===== src/design/lrupr_pkg.sv =====
`timescale 1ns / 1ps
// ----------------------------------------------------------------------------
// lrupr_pkg
// Shared constants for the LRU page replacement block: stream payload widths
// and the reset value of the frame count register.
// ----------------------------------------------------------------------------
package lrupr_pkg;

    // input stream: tdata = page_number
    localparam int PAGE_IN_W  = 16;
    localparam int S_TDATA_W  = 16;
    localparam int S_TUSER_W  = 1;

    // output stream: tdata = frame_index, evicted_page, fault_count (zero pad)
    localparam int FRAME_IDX_W = 4;
    localparam int COUNT_W     = 32;
    localparam int M_TDATA_W   = 56;
    localparam int M_TUSER_W   = 2;

    // frame count register
    localparam int FRAMES_CFG_W = 5;
    localparam logic [FRAMES_CFG_W-1:0] FRAMES_RESET = 5'd4;

    localparam logic [COUNT_W-1:0] COUNT_MAX = {COUNT_W{1'b1}};

endpackage


===== src/design/lru_page_replacement.sv =====
`timescale 1ns / 1ps
// ----------------------------------------------------------------------------
// lru_page_replacement
// Least recently used page replacement over a set of page frames, one page
// reference per transfer, one result per reference.
// ----------------------------------------------------------------------------
// The block accepts one page reference every clock cycle while the output
// side does not stall, and returns one result for each through the input
// register and then the result register. The rate is set by the frame state
// loop: the tag compare over all frames, the oldest-frame search and the
// recency rank update are combinational, so the next reference sees the
// updated frames at once. A reference with the clear flag set first empties
// all frames and zeroes the fault count. The frame count register may be
// written only while no reference is in flight; zero acts as one frame and a
// value above MAX_FRAMES acts as MAX_FRAMES. Frame indexes are reported in
// four bits.
// ----------------------------------------------------------------------------
module lru_page_replacement #(
    parameter int MAX_FRAMES = 16,
    parameter int PAGE_BITS  = 16
) (
    input  logic                                 clk,
    input  logic                                 rst_n,
    // frame count register
    input  logic                                 cfg_wr_en,
    input  logic [lrupr_pkg::FRAMES_CFG_W-1:0]   cfg_wr_data,   // frames_in_use
    // reference stream
    input  logic                                 s_tvalid,
    output logic                                 s_tready,
    input  logic [lrupr_pkg::S_TDATA_W-1:0]      s_tdata,       // [15:0] page_number
    input  logic [lrupr_pkg::S_TUSER_W-1:0]      s_tuser,       // [0] clear_first
    input  logic                                 s_tlast,       // is_last
    // result stream
    output logic                                 m_tvalid,
    input  logic                                 m_tready,
    // [3:0] frame_index, [19:4] evicted_page, [51:20] fault_count, [55:52] zero
    output logic [lrupr_pkg::M_TDATA_W-1:0]      m_tdata,
    output logic [lrupr_pkg::M_TUSER_W-1:0]      m_tuser,       // [0] page_fault,
                                                                // [1] evicted_valid
    output logic                                 m_tlast        // final_total
);

    import lrupr_pkg::*;

    localparam int IW = (MAX_FRAMES > 1) ? $clog2(MAX_FRAMES) : 1;
    localparam int RW = IW;
    localparam int CW = $clog2(MAX_FRAMES + 1);
    localparam int XW = IW + CW;
    localparam logic [RW-1:0] RANK_MAX = RW'(MAX_FRAMES - 1);
    localparam logic [CW-1:0] F_MAX    = CW'(MAX_FRAMES);

    // ------------------------------------------------------------------
    // configuration
    // ------------------------------------------------------------------
    logic [FRAMES_CFG_W-1:0] frames_reg;
    logic [CW-1:0]           f_eff;

    always_ff @(posedge clk or negedge rst_n)
    begin
        if (!rst_n)
        begin
            frames_reg <= FRAMES_RESET;
        end
        else if (cfg_wr_en)
        begin
            frames_reg <= cfg_wr_data;
        end
    end

    always_comb
    begin
        priority if (frames_reg == '0)
        begin
            f_eff = CW'(1);
        end
        else if (32'(frames_reg) > 32'(MAX_FRAMES))
        begin
            f_eff = F_MAX;
        end
        else
        begin
            f_eff = CW'(frames_reg);
        end
    end

    // ------------------------------------------------------------------
    // input register and output handshake
    // ------------------------------------------------------------------
    logic                  s1_valid_reg;
    logic [PAGE_BITS-1:0]  s1_page_reg;
    logic                  s1_clr_reg;
    logic                  s1_last_reg;
    logic                  advance;
    logic [PAGE_BITS+PAGE_IN_W-1:0] page_wide;

    assign advance  = s1_valid_reg && (!m_tvalid || m_tready);
    assign s_tready = !s1_valid_reg || advance;
    assign page_wide = {{PAGE_BITS{1'b0}}, s_tdata[PAGE_IN_W-1:0]};

    always_ff @(posedge clk or negedge rst_n)
    begin
        if (!rst_n)
        begin
            s1_valid_reg <= 1'b0;
        end
        else if (s_tready)
        begin
            s1_valid_reg <= s_tvalid;
        end
    end

    always_ff @(posedge clk)
    begin
        if (s_tvalid && s_tready)
        begin
            s1_page_reg <= page_wide[PAGE_BITS-1:0];
            s1_clr_reg  <= s_tuser[0];
            s1_last_reg <= s_tlast;
        end
    end

    // ------------------------------------------------------------------
    // frame state
    // ------------------------------------------------------------------
    logic [PAGE_BITS-1:0]  frame_page_reg  [MAX_FRAMES];
    logic [MAX_FRAMES-1:0] frame_valid_reg;
    logic [RW-1:0]         rank_reg        [MAX_FRAMES];
    logic [IW-1:0]         fill_reg;
    logic [COUNT_W-1:0]    fault_total_reg;

    logic [MAX_FRAMES-1:0] eff_valid;
    logic [RW-1:0]         eff_rank  [MAX_FRAMES];
    logic [IW-1:0]         eff_fill;
    logic [COUNT_W-1:0]    eff_total;
    logic [MAX_FRAMES-1:0] cand;
    logic [MAX_FRAMES-1:0] match;
    logic [MAX_FRAMES-1:0] hit_oh;
    logic [MAX_FRAMES-1:0] oldest;
    logic [MAX_FRAMES-1:0] p_oh;
    logic [MAX_FRAMES-1:0] sel_oh;
    logic                  hit;
    logic                  p_free;
    logic                  do_fill;
    logic                  do_repl;
    logic [IW-1:0]         p_idx;
    logic [IW-1:0]         p_step;
    logic [IW-1:0]         k_idx;
    logic [RW-1:0]         sel_rank;
    logic [PAGE_BITS-1:0]  sel_page;
    logic [PAGE_BITS-1:0]  ev_page;

    logic [PAGE_BITS-1:0]  frame_page_next [MAX_FRAMES];
    logic [MAX_FRAMES-1:0] frame_valid_next;
    logic [RW-1:0]         rank_next       [MAX_FRAMES];
    logic [IW-1:0]         fill_next;
    logic [COUNT_W-1:0]    fault_total_next;

    always_comb
    begin
        eff_fill  = s1_clr_reg ? '0 : fill_reg;
        eff_total = s1_clr_reg ? '0 : fault_total_reg;
        for (int i = 0; i < MAX_FRAMES; i++)
        begin
            eff_valid[i] = !s1_clr_reg && frame_valid_reg[i];
            eff_rank[i]  = s1_clr_reg ? '0 : rank_reg[i];
            cand[i]      = eff_valid[i] && (32'(i) < 32'(f_eff));
            match[i]     = cand[i] && (frame_page_reg[i] == s1_page_reg);
        end
        hit    = |match;
        hit_oh = match & (~match + MAX_FRAMES'(1));

        // oldest candidate, lowest frame on equal ranks
        for (int i = 0; i < MAX_FRAMES; i++)
        begin
            oldest[i] = cand[i];
            for (int j = 0; j < MAX_FRAMES; j++)
            begin
                if (cand[j] && (j < i) && !(eff_rank[i] > eff_rank[j]))
                begin
                    oldest[i] = 1'b0;
                end
                if (cand[j] && (j > i) && (eff_rank[j] > eff_rank[i]))
                begin
                    oldest[i] = 1'b0;
                end
            end
        end

        // fill pointer falls back to frame zero when out of range
        p_idx  = (XW'(eff_fill) < XW'(f_eff)) ? eff_fill : '0;
        p_step = (XW'(p_idx) + XW'(1) == XW'(f_eff)) ? '0 : IW'(XW'(p_idx) + XW'(1));
        for (int i = 0; i < MAX_FRAMES; i++)
        begin
            p_oh[i] = (32'(p_idx) == 32'(i));
        end
        p_free  = |(p_oh & ~eff_valid);
        do_fill = !hit && p_free;
        do_repl = !hit && !p_free;

        priority if (hit)
        begin
            sel_oh = hit_oh;
        end
        else if (do_fill)
        begin
            sel_oh = p_oh;
        end
        else
        begin
            sel_oh = oldest;
        end

        k_idx    = '0;
        sel_rank = '0;
        sel_page = '0;
        for (int i = 0; i < MAX_FRAMES; i++)
        begin
            if (sel_oh[i])
            begin
                k_idx    = k_idx | IW'(i);
                sel_rank = sel_rank | eff_rank[i];
                sel_page = sel_page | frame_page_reg[i];
            end
        end
        ev_page = do_repl ? sel_page : '0;

        // age frames younger than the touched one, make it the newest
        for (int i = 0; i < MAX_FRAMES; i++)
        begin
            rank_next[i]       = eff_rank[i];
            frame_page_next[i] = frame_page_reg[i];
            if (sel_oh[i])
            begin
                rank_next[i] = '0;
                if (!hit)
                begin
                    frame_page_next[i] = s1_page_reg;
                end
            end
            else if (eff_valid[i] && (do_fill || (eff_rank[i] < sel_rank)) &&
                     (eff_rank[i] != RANK_MAX))
            begin
                rank_next[i] = eff_rank[i] + RW'(1);
            end
        end
        frame_valid_next = eff_valid | sel_oh;

        priority if (hit)
        begin
            fill_next = eff_fill;
        end
        else if (do_fill)
        begin
            fill_next = p_step;
        end
        else
        begin
            fill_next = k_idx;
        end

        fault_total_next = (!hit && (eff_total != COUNT_MAX)) ?
                           eff_total + COUNT_W'(1) : eff_total;
    end

    always_ff @(posedge clk or negedge rst_n)
    begin
        if (!rst_n)
        begin
            frame_valid_reg <= '0;
            fill_reg        <= '0;
            fault_total_reg <= '0;
            for (int i = 0; i < MAX_FRAMES; i++)
            begin
                rank_reg[i] <= '0;
            end
        end
        else if (advance)
        begin
            frame_valid_reg <= frame_valid_next;
            fill_reg        <= fill_next;
            fault_total_reg <= fault_total_next;
            for (int i = 0; i < MAX_FRAMES; i++)
            begin
                rank_reg[i] <= rank_next[i];
            end
        end
    end

    always_ff @(posedge clk)
    begin
        if (advance)
        begin
            for (int i = 0; i < MAX_FRAMES; i++)
            begin
                frame_page_reg[i] <= frame_page_next[i];
            end
        end
    end

    // ------------------------------------------------------------------
    // result register
    // ------------------------------------------------------------------
    logic                  out_valid_reg;
    logic                  out_fault_reg;
    logic [FRAME_IDX_W-1:0] out_frame_reg;
    logic                  out_ev_valid_reg;
    logic [PAGE_IN_W-1:0]  out_ev_page_reg;
    logic [COUNT_W-1:0]    out_count_reg;
    logic                  out_last_reg;
    logic [IW+FRAME_IDX_W-1:0]    k_wide;
    logic [PAGE_BITS+PAGE_IN_W-1:0] ev_wide;

    assign k_wide  = {{FRAME_IDX_W{1'b0}}, k_idx};
    assign ev_wide = {{PAGE_IN_W{1'b0}}, ev_page};

    always_ff @(posedge clk or negedge rst_n)
    begin
        if (!rst_n)
        begin
            out_valid_reg <= 1'b0;
        end
        else if (advance)
        begin
            out_valid_reg <= 1'b1;
        end
        else if (m_tready)
        begin
            out_valid_reg <= 1'b0;
        end
    end

    always_ff @(posedge clk)
    begin
        if (advance)
        begin
            out_fault_reg    <= !hit;
            out_frame_reg    <= k_wide[FRAME_IDX_W-1:0];
            out_ev_valid_reg <= do_repl;
            out_ev_page_reg  <= ev_wide[PAGE_IN_W-1:0];
            out_count_reg    <= fault_total_next;
            out_last_reg     <= s1_last_reg;
        end
    end

    assign m_tvalid = out_valid_reg;
    assign m_tdata  = {{(M_TDATA_W - FRAME_IDX_W - PAGE_IN_W - COUNT_W){1'b0}},
                       out_count_reg, out_ev_page_reg, out_frame_reg};
    assign m_tuser  = {out_ev_valid_reg, out_fault_reg};
    assign m_tlast  = out_last_reg;

    // ------------------------------------------------------------------
    // assertions
    // ------------------------------------------------------------------
    a_held_item: assert property (@(posedge clk) disable iff (!rst_n)
        (s1_valid_reg && !advance) |=> (s1_valid_reg && $stable(s1_page_reg)))
        else $error("pending reference lost while output stalled");

    a_count_monotonic: assert property (@(posedge clk) disable iff (!rst_n)
        (advance && !s1_clr_reg) |=> (fault_total_reg >= $past(fault_total_reg)))
        else $error("fault total decreased without clear");

    a_fill_marks_valid: assert property (@(posedge clk) disable iff (!rst_n)
        (advance && do_fill) |=> ((frame_valid_reg & $past(sel_oh)) != '0))
        else $error("filled frame not marked valid");

    a_single_select: assert property (@(posedge clk) disable iff (!rst_n)
        advance |-> $onehot(sel_oh))
        else $error("frame select is not one-hot");

    a_evict_needs_fault: assert property (@(posedge clk) disable iff (!rst_n)
        (m_tvalid && m_tuser[1]) |-> (m_tuser[0] && m_tdata[51:20] != '0))
        else $error("eviction reported without a counted fault");

endmodule


===== config.mk =====
export PLATFORM = sky130hd
export DESIGN_NAME = lru_page_replacement
export DESIGN_NICKNAME = d
export VERILOG_FILES = /design/src/design/lrupr_pkg.sv /design/src/design/lru_page_replacement.sv
export SDC_FILE = /design/constraint.sdc
export NUM_CORES = 1
export LEC_CHECK = 0
export BUFFER_PORTS_ARGS = -buffer_cell sky130_fd_sc_hd__buf_2
export CELL_PAD_IN_SITES_DETAIL_PLACEMENT = 1
export CELL_PAD_IN_SITES_GLOBAL_PLACEMENT = 1
export CORE_MARGIN = 2
export CORE_UTILIZATION = 45
export DETAILED_ROUTE_END_ITERATION = 10
export PLACE_DENSITY_LB_ADDON = 0.1
export SYNTH_ARGS = -nofsm -noshare
export SYNTH_HDL_FRONTEND = slang
export SYNTH_SLANG_ARGS = --single-unit

===== constraint.sdc =====
create_clock -name clk -period 12.7 [get_ports clk]
set_clock_uncertainty 0.15 [all_clocks]
set_input_delay 0.635 -clock clk [delete_from_list [all_inputs] [get_ports clk]]
set_output_delay 0.635 -clock clk [all_outputs]
set_load 0.005 [all_outputs]

# == Yosys cells after proc, flatten, opt, wreduce, memory -nomap -nowiden ==
# Memory sizes are Yosys's and may differ from the RTL's.
# Index checks and enable logic that the tools add are counted.
# word_totals
register_bits,196
ram_bits,256
in_bits,28
out_inout_bits,61
word_cells,1144
memories,1
# mem_list
name,depth,width,rd,rd_clocked_by_memory_dff,wr,line_no,rtl
frame_page_reg,16,16,16,0,16,lru_page_replacement.sv:125,logic [PAGE_BITS-1:0] frame_page_reg [MAX_FRAMES];
# classes
addsub,19
magnitude_cmp,154
n_eq_ne,49
muxes,382
n_bitwise,35
n_reduce_logical,473
# ops
operator,n
$mux 16,50
$gt 4x4->1,120
$logic_and 1x1->1,325
$mux 4,77
$eq 16x16->1,16
$or 16x16->16,16
$mux 1,245
$logic_not 1->1,125
$add 4x1->4 const B,16
$lt 4x4->1,16
$mux 32,2
$ne 4x4->1 const B,16
$or 4x4->4,15
$lt 4x5->1 const A,8
$add 32x1->32 const B,1
$and 16x16->16,2
$eq 4x4->1 const B,8
$ne 32x32->1 const B,1
$not 16->16,2
$reduce_or 16->1,2
$lt 3x5->1 const A,4
$logic_or 1x1->1,18
$add 16x1->16 const B,1
$eq 4x3->1 const B,4
other kinds (14),22

# == Longest topological paths before layout ==
# Gate-level depths: netlist (run 1).
# depth
word_depth,60
depth_mapped,35
mapped_depth_nobuf,31

# == Least setup slack after synthesis (run 1) ==
# Ideal clock, no wire load.
# synth_path
kind,flip-flop to flip-flop
from,register s1_clr_reg
to,register rank_reg[1] (netlist name)
t_arrival_ps,7971
required_time_ps,12428
slack_ps,4457
stages_incl_launch_ff,32
synth_period_minus_slack_ps,8243
path_cell_list,edfxtp_1 buf_4 buf_6 clkbuf_1 buf_1 nor2b_1 ha_1 o21ai_0 a21oi_1 nand2_1 nand3_1 ha_1 clkbuf_1 inv_1 o221ai_1 o311a_1 o31ai_4 nand2_2 clkbuf_1 a31oi_1 o21ai_1 clkbuf_1 clkbuf_1 a22oi_1 nand2_1 nor4_1 ha_1 a2111oi_0 o21ai_0 a21oi_1 o21ai_0 a32o_1
# synth_between
elab_chain_len,58
word_cells_on_any_way,854
# synth_rtl
item,line_no,rtl
start: declaration,lru_page_replacement.sv:91,logic s1_clr_reg;
start signal: assignment,lru_page_replacement.sv:117,s1_clr_reg <= s_tuser[0];
"parallel branches: the longest is 57 deep, another holds $gt 4x4->1",--,
$mux 4 *,lru_page_replacement.sv:232,if (sel_oh[i])
end signal: indexed assignment,lru_page_replacement.sv:284,rank_reg[i] <= rank_next[i];
end: declaration,lru_page_replacement.sv:127,logic [RW-1:0] rank_reg [MAX_FRAMES];
# Mark *: on every way between the ends.
# A chain may end at the register's enable or synchronous reset.

# == Final worst setup path (run 1) ==
# Same ends and word-level chain as after synthesis.

==> flow_metrics.env, run 1 <==
export IMPL_outcome="complete, no violations"
export IMPL_cp_start_kind="register"
export IMPL_drtIter0Drc=3493
export IMPL_finish_utilization_pct=50.1
export IMPL_holdCritPathClass="in -> reg"
export IMPL_syn_to_final_growth_pct=10.1
export IMPL_critPathRequiredTime_ns=13.06
export IMPL_dr_pass1_iters=9
export IMPL_drive_gt1_share_pct=9.76
export IMPL_max_slew_worst_pin_slew_ns=1.19
export IMPL_dpl_hpwl_mm=120
export IMPL_route_detailed_drc=0
export IMPL_timing_final_crit_share_pct=72.9
export IMPL_clkLatencyLatePin_ns=0.66
export IMPL_die_w_um=292
export IMPL_ys_seq_area_share_pct=34.7
export IMPL_maxSlewHeadroom_pct=18.4
export IMPL_ctsRootBufferMaster="clkbuf_16"
export IMPL_wirelength_mm=165
export IMPL_fin_nets=4524
export IMPL_dieArea_mm2=0.0853
export IMPL_power_leakage_nw=16.3
export IMPL_rsz0062_at_grt="false"
export IMPL_synth_edf_count=329
export IMPL_clockBufferDepth=3
export IMPL_irDropWorstVdd_uv=120
export IMPL_powerDensity_mw_per_mm2=132
export IMPL_numPortBuffers=84
export IMPL_via_count=34600
export IMPL_cp_slowest_stage_delay_ns=0.70
export IMPL_gr_total_overflow=0
export IMPL_cap_viol_max_count=0
export IMPL_gp_congestion=1.01
export IMPL_hold_viol=0
export IMPL_criticalPathCategory="reg -> reg"
export IMPL_synthTopCellsByArea="edfxtp_1, ha_1, dfrtp_1, xor2_1, o21ai_0"
export IMPL_rows=105
export IMPL_numCtsBuffers=51
export IMPL_path_max_fanout=111
export IMPL_cts_resized=0
export IMPL_global_route_usage_total_pct=38.1
export IMPL_layout_setup_ws_ns=3.44
export IMPL_clk_pin_slew_ns=0.06
export IMPL_routedWlPerCell_um=32.6
export IMPL_setup_viol=0
export IMPL_endpoint_kind="register"
export IMPL_ys_seq_elements=452
export IMPL_arrival_ns=9.63
export IMPL_postCtsSetupBuffers=0
export IMPL_die_y_um=292
export IMPL_hold_slack_ns=0.0344
export IMPL_grt_start_max_net_pins=112
export IMPL_ys_warn_count=0
export IMPL_fin_setup_tns_ns=0
export IMPL_largest_reg_flops=256
export IMPL_grt_pass1_vias=34500
export IMPL_crit_path_frequent_cell="nand2_1"
export IMPL_cts_sinks=452
export IMPL_yosysTopAreaCell="edfxtp_1"
export IMPL_period_minus_slack_ns=9.26
export IMPL_grt_pass1_wl_mm=241
export IMPL_detail_route_antenna_nets=0
export IMPL_antenna_found_initial=6
export IMPL_synth_main_ff_cell="edfxtp_1"
export IMPL_ys_types=106
export IMPL_synth_top_area_share_pct=26.4
export IMPL_cpMaxStageDelayCell="inv_2"
export IMPL_netlist_area_mm2=0.0374
export IMPL_via_per_inst=6.85
export IMPL_fmax_ghz=0.108
export IMPL_final_max_slew_viol_count=0
export IMPL_core_area_mm2=0.0821
export IMPL_synthArstFlopShare_pct=27.2
export IMPL_cts_tree="yes"
export IMPL_hold_buffers=1
export IMPL_io_pins=89
export IMPL_place_ws_ns=3.51
export IMPL_initial_utilization_pct=45.5
export IMPL_cts_max_level=2
export IMPL_netlist_instances=3820
export IMPL_syn_area_per_cell_um2=9.78
area by class of cell:
type / instances / area (µm²)
Clock buffer: 58 / 1300
Fill cell: 9231 / 41000
Tap cell: 1070 / 1340
Clock inverter: 37 / 314
Inverter: 137 / 519
Multi-Input combinational cell: 3083 / 23200
Sequential cell: 452 / 13000
Antenna cell: 1 / 2.50
Timing Repair Buffer: 219 / 1460
power breakdown:
part | internal, mW | total (mW) | leakage, nW | switching (mW)
Clock | 0.804 | 1.46 | 0.771 | 0.659
Combinational | 0.661 | 2.16 | 10.9 | 1.50
Sequential | 1.73 | 1.81 | 4.70 | 0.0799
Yosys cell counts (48+ instances only):
master / count
a222oi_1: 50
a21oi_1: 177
xnor2_1: 98
nor4_1: 75
a2111oi_0: 54
nand3_1: 88
o211ai_1: 48
nor2_1: 210
ha_1: 552
o21ai_0: 241
dfrtp_1: 122
xor2_1: 193
clkbuf_1: 85
nor2b_1: 79
nand2_1: 285
nor3_1: 97
nand4_1: 139
edfxtp_1: 329
inv_1: 134
routing by layer:
metal	part of all wire, %	global-route usage, %	up-vias
met5	0.0079	0	-
li1	-	-	15100
met4	7.4	23.9	2
met1	40	48.7	17300
met3	8.0	6.16	552
met2	44	60.4	1694
critical path, delay by kind of cell, from the launching register on:
kind	cells	cell delay, ns
flip-flops	1	0.42
buffers and inverters	6	1.90
AND/OR/NAND/NOR	11	2.68
adder cells (fa/ha/maj)	3	0.89
AO/OA/AOI/OAI	12	3.00
cell usage in the layout, fill, tap and decap left out, types with 48 or more instances in the layout:
| master | instances |
|---|---|
| buf_2 | 83 |
| buf_4 | 133 |
| a2111oi_0 | 54 |
| nand3_1 | 88 |
| nand4_1 | 139 |
| nor3_1 | 97 |
| o211ai_1 | 48 |
| nand2_1 | 284 |
| o21ai_0 | 241 |
| dfrtp_1 | 122 |
| nor2_1 | 205 |
| a21oi_1 | 172 |
| edfxtp_1 | 329 |
| a222oi_1 | 50 |
| xor2_1 | 193 |
| nor4_1 | 74 |
| clkbuf_16 | 51 |
| ha_1 | 552 |
| nor2b_1 | 71 |
| xnor2_1 | 98 |
| inv_1 | 133 |
stage by stage:
stage               total power, mW  area, µm²  std cells
finish                         5.43      41100       5057
global route                   5.64      41100       5056
detailed placement             3.92      39500       4960
global placement               3.89      39500       4960
CTS                            5.38      41100       5056
floorplan                      3.06      37400       3823
kinds of logic (layout without fill, tap and decap cells):
logic type | Yosys count | count (layout) | synth area share, %
and+or+nand+nor | 1267 | 1267 | 18.5
AOI/OAI and AO/OA | 945 | 945 | 17.4
adders and majority gates | 552 | 552 | 18.5
DFF | 452 | 452 | 34.7
xor gates and xnor gates | 291 | 291 | 6.82
buffers and inverters | 288 | 451 | 3.37
muxes | 24 | 24 | 0.700
other | 1 | 5 | 0.0100
final timing paths:
| check | from | endpoint | slack [ns] | depth (start not counted) |
|---|---|---|---|---|
| hold reg to reg | s1_last_reg | m_tlast | 0.29 | 0 |
| hold / removal | s_tdata[12] | s1_page_reg[12] | 0.03 | 1 |
| max in group asynchronous | rst_n | rank_reg[62] | 10.52 | 3 |
| setup / recovery | s1_clr_reg | rank_reg[1] | 3.44 | 32 |
| min in group asynchronous | rst_n | rank_reg[25] | 0.46 | 2 |
| setup reg to reg | s1_clr_reg | rank_reg[1] | 3.44 | 32 |
Note: power is estimated with default switching activity, not from simulation.
==> run 2: changes to the inputs <==
--- a/config.mk
+++ b/config.mk
@@ -5,11 +5,12 @@
 export SDC_FILE = /design/constraint.sdc
 export NUM_CORES = 1
 export LEC_CHECK = 0
+export ABC_AREA = 1
 export BUFFER_PORTS_ARGS = -buffer_cell sky130_fd_sc_hd__buf_2
 export CELL_PAD_IN_SITES_DETAIL_PLACEMENT = 1
 export CELL_PAD_IN_SITES_GLOBAL_PLACEMENT = 1
 export CORE_MARGIN = 2
-export CORE_UTILIZATION = 45
+export CORE_UTILIZATION = 44
 export DETAILED_ROUTE_END_ITERATION = 10
 export PLACE_DENSITY_LB_ADDON = 0.1
 export SYNTH_ARGS = -nofsm -noshare
==> constraint.sdc (replaced) <==
create_clock -name clk -period 7.7 [get_ports clk]
set_clock_uncertainty 0.15 [all_clocks]
set_input_delay 0.385 -clock clk [delete_from_list [all_inputs] [get_ports clk]]
set_output_delay 0.385 -clock clk [all_outputs]
set_load 0.005 [all_outputs]
==> run 2 against run 1 <==
  * Sequential share of layout area fell by 1.6 points
  * Highest routed layer unchanged
  * Count of clock-buffer cells in the layout rose by 6
  * Maximum frequency rose by 31%
  * Die area rose by 5.4%
  * Critical path type unchanged
==> flow_metrics.env, run 2 <==
export IMPL_outcome="complete, no violations"
export IMPL_setup_viol=0
export IMPL_ys_seq_elements=452
export IMPL_routedWlPerCell_um=27.6
export IMPL_period_minus_slack_ns=7.07
export IMPL_power_leakage_nw=20.6
export IMPL_hold_viol=0
export IMPL_grt_start_max_net_pins=82
export IMPL_dieArea_mm2=0.0900
export IMPL_crit_start="s1_clr_reg"
export IMPL_drtIter0Drc=3800
export IMPL_synth_main_ff_cell="edfxtp_1"
export IMPL_via_count=37800
export IMPL_crit_path_end="rank_reg[34]"
export IMPL_final_cells=6243
export IMPL_io_pins=89
export IMPL_r2r_cells=33
export IMPL_global_route_usage_total_pct=37.9
export IMPL_ys_seq_area_share_pct=33.6
export IMPL_final_cell_mix="nand2_1, inv_1, ha_1"
export IMPL_clkLatencyLatePin_ns=0.67
export IMPL_final_max_slew_viol_count=0
export IMPL_wirelength_mm=172
export IMPL_die_y_um=300
export IMPL_clockBufferDepth=3
export IMPL_crit_path_frequent_cell="nand2_1"
export IMPL_fmax_ghz=0.141
export IMPL_cts_max_level=2
export IMPL_grt_pass1_wl_mm=252
export IMPL_syn_to_final_growth_pct=12.5
export IMPL_regArea_mm2=0.0130
export IMPL_dp_cells=6104
export IMPL_netlist_area_mm2=0.0385
export IMPL_detail_route_antenna_nets=0
export IMPL_die_w_um=300
export IMPL_fin_nets=5621
export IMPL_rr_startpoint="s1_clr_reg"
export IMPL_route_detailed_drc=0
export IMPL_yosysTopAreaCell="edfxtp_1"
export IMPL_maxSlewHeadroom_pct=15.4
export IMPL_rrSetupSlack_ns=0.63
export IMPL_drive_gt1_share_pct=9.67
export IMPL_syn_area_per_cell_um2=8.02
export IMPL_powerDensity_mw_per_mm2=457
export IMPL_synth_top_area_share_pct=25.6
export IMPL_fin_setup_tns_ns=0
export IMPL_synthArstFlopShare_pct=27.2
export IMPL_rows=108
export IMPL_mostFrequentLayoutCell="nand2_1"
export IMPL_cap_viol_max_count=0
export IMPL_holdCritPathClass="in -> async"
export IMPL_dpl_hpwl_mm=127
export IMPL_initial_utilization_pct=44.4
export IMPL_irDropWorstVdd_uv=362
export IMPL_ys_warn_count=0
export IMPL_ys_types=71
export IMPL_via_per_inst=6.06
export IMPL_arrival_ns=7.46
export IMPL_critPathRequiredTime_ns=8.09
export IMPL_cts_sinks=452
export IMPL_grt_pass1_vias=37500
export IMPL_rsz0062_at_grt="false"
export IMPL_gr_total_overflow=0
export IMPL_numCtsBuffers=53
export IMPL_timing_final_crit_share_pct=91.8
export IMPL_synthTopCellsByArea="edfxtp_1, ha_1, nand2_1, dfrtp_1, inv_1"
export IMPL_cts_tree="yes"
export IMPL_nFillCells=10600
export IMPL_netlist_instances=4806
export IMPL_placed_area_mm2=0.0412
export IMPL_gp_congestion=1.04
export IMPL_cp_slowest_stage_delay_ns=0.51
export IMPL_cpMaxStageDelayCell="nor2_4"
export IMPL_core_area_mm2=0.0868
export IMPL_cp_start_kind="register"
export IMPL_ctsRootBufferMaster="clkbuf_16"
export IMPL_criticalPathCategory="reg -> reg"
export IMPL_design_area_mm2=0.0434
export IMPL_endpoint_kind="register"
export IMPL_dr_pass1_iters=5
export IMPL_synth_edf_count=329
export IMPL_largest_reg_flops=256
export IMPL_clk_pin_slew_ns=0.06
export IMPL_synth_most_common_cell="nand2_1"
export IMPL_yosys_top_cells_count="nand2_1, inv_1, ha_1"
export IMPL_numPortBuffers=84
export IMPL_reg2reg_to="rank_reg[34]"
export IMPL_path_max_fanout=71
export IMPL_antenna_found_initial=5
export IMPL_multi_input_area_mm2=0.0228
export IMPL_max_slew_worst_pin_slew_ns=1.26
run 2: cell count changes after synthesis, sizes merged, moves of 52 or more:
cell / previous run / this run
a2111oi: 54 / 2
a21oi: 180 / 248
inv: 136 / 595
nand2: 288 / 1143
nand3: 89 / 303
nor2: 214 / 430
nor2b: 80 / 0
nor4: 80 / 15
run 2: cell type report:
cell class              instances  share of cell area, %
multi-input cells            3637                   52.6
flip-flops and latches        452                   29.9
inverters                     608                   5.28
repair buffers                289                   4.78
well taps                    1155                   3.33
clock buffers                  64                   3.22
clock inverters                36                  0.932
diodes                          2                 0.0115
run 2: what timing repair did:
item,CTS,global route
buffers inserted,0,0
hold buffers,37,0
hold endpoints to repair,83,0
resized for setup,0,0
run 2: cell families (layout without fill, tap and decap cells):
group                    count (synthesis)  after routing  share of synthesized area [%]
AND/OR/NAND/NOR                       2094           2094                           23.7
AO/OA/AOI/OAI                          749            749                           11.8
buffers and inverters                  720            997                           7.53
adder cells (fa/ha/maj)                552            552                           17.9
flip-flops                             452            452                           33.6
XOR/XNOR                               237            237                           5.41
other                                    1              6                        0.00973
multiplexers                             1              1                         0.0292
run 2: how the worst min path moves through the flow:
stage / start / end / slack [ns] / cells past startpoint
global placement: s1_last_reg / m_tlast / 0.25 / 0
CTS: rst_n / rank_reg[31] / 0.17 / 2
finish: rst_n / rank_reg[40] / 0.19 / 2
floorplan: rst_n / fault_total_reg[0] / -0.06 / 0
detailed placement: s1_last_reg / m_tlast / 0.27 / 0
global route: rst_n / rank_reg[31] / 0.23 / 2
run 2: per-layer routing:
metal,global-route usage (%),routed length [µm],vias to the layer above
met5,0,27,-
met4,16.9,8990,4
met3,6.13,16000,416
met2,58.5,74700,1808
met1,52.4,72600,18700
li1,-,-,16900
run 2: report_power, final:
part | internal, mW | total [mW] | switching [mW] | leakage (nW)
Sequential | 3.50 | 3.93 | 0.437 | 4.65
Clock | 1.51 | 2.68 | 1.16 | 0.874
Combinational | 3.81 | 13.2 | 9.42 | 15.1
run 2: worst max-delay path, delay by kind of cell (launching register included):
kind / cells / cell delay [ns]
AO/OA/AOI/OAI: 3 / 0.73
adder cells (fa/ha/maj): 3 / 0.95
AND/OR/NAND/NOR: 22 / 3.31
buffers and inverters: 5 / 1.36
flip-flops: 1 / 0.45
run 2: through the flow:
step	power, mW	setup slack [ns]	utilization, %	hold WS (ns)
global route	20.9	0.0633	50.0	0.233
CTS	19.4	0.781	50.0	0.168
detailed placement	16.6	0.816	47.5	0.266
floorplan	11.3	0.677	-	-0.0606
global placement	16.3	0.977	47.5	0.251
finish	19.8	0.630	50.0	0.194
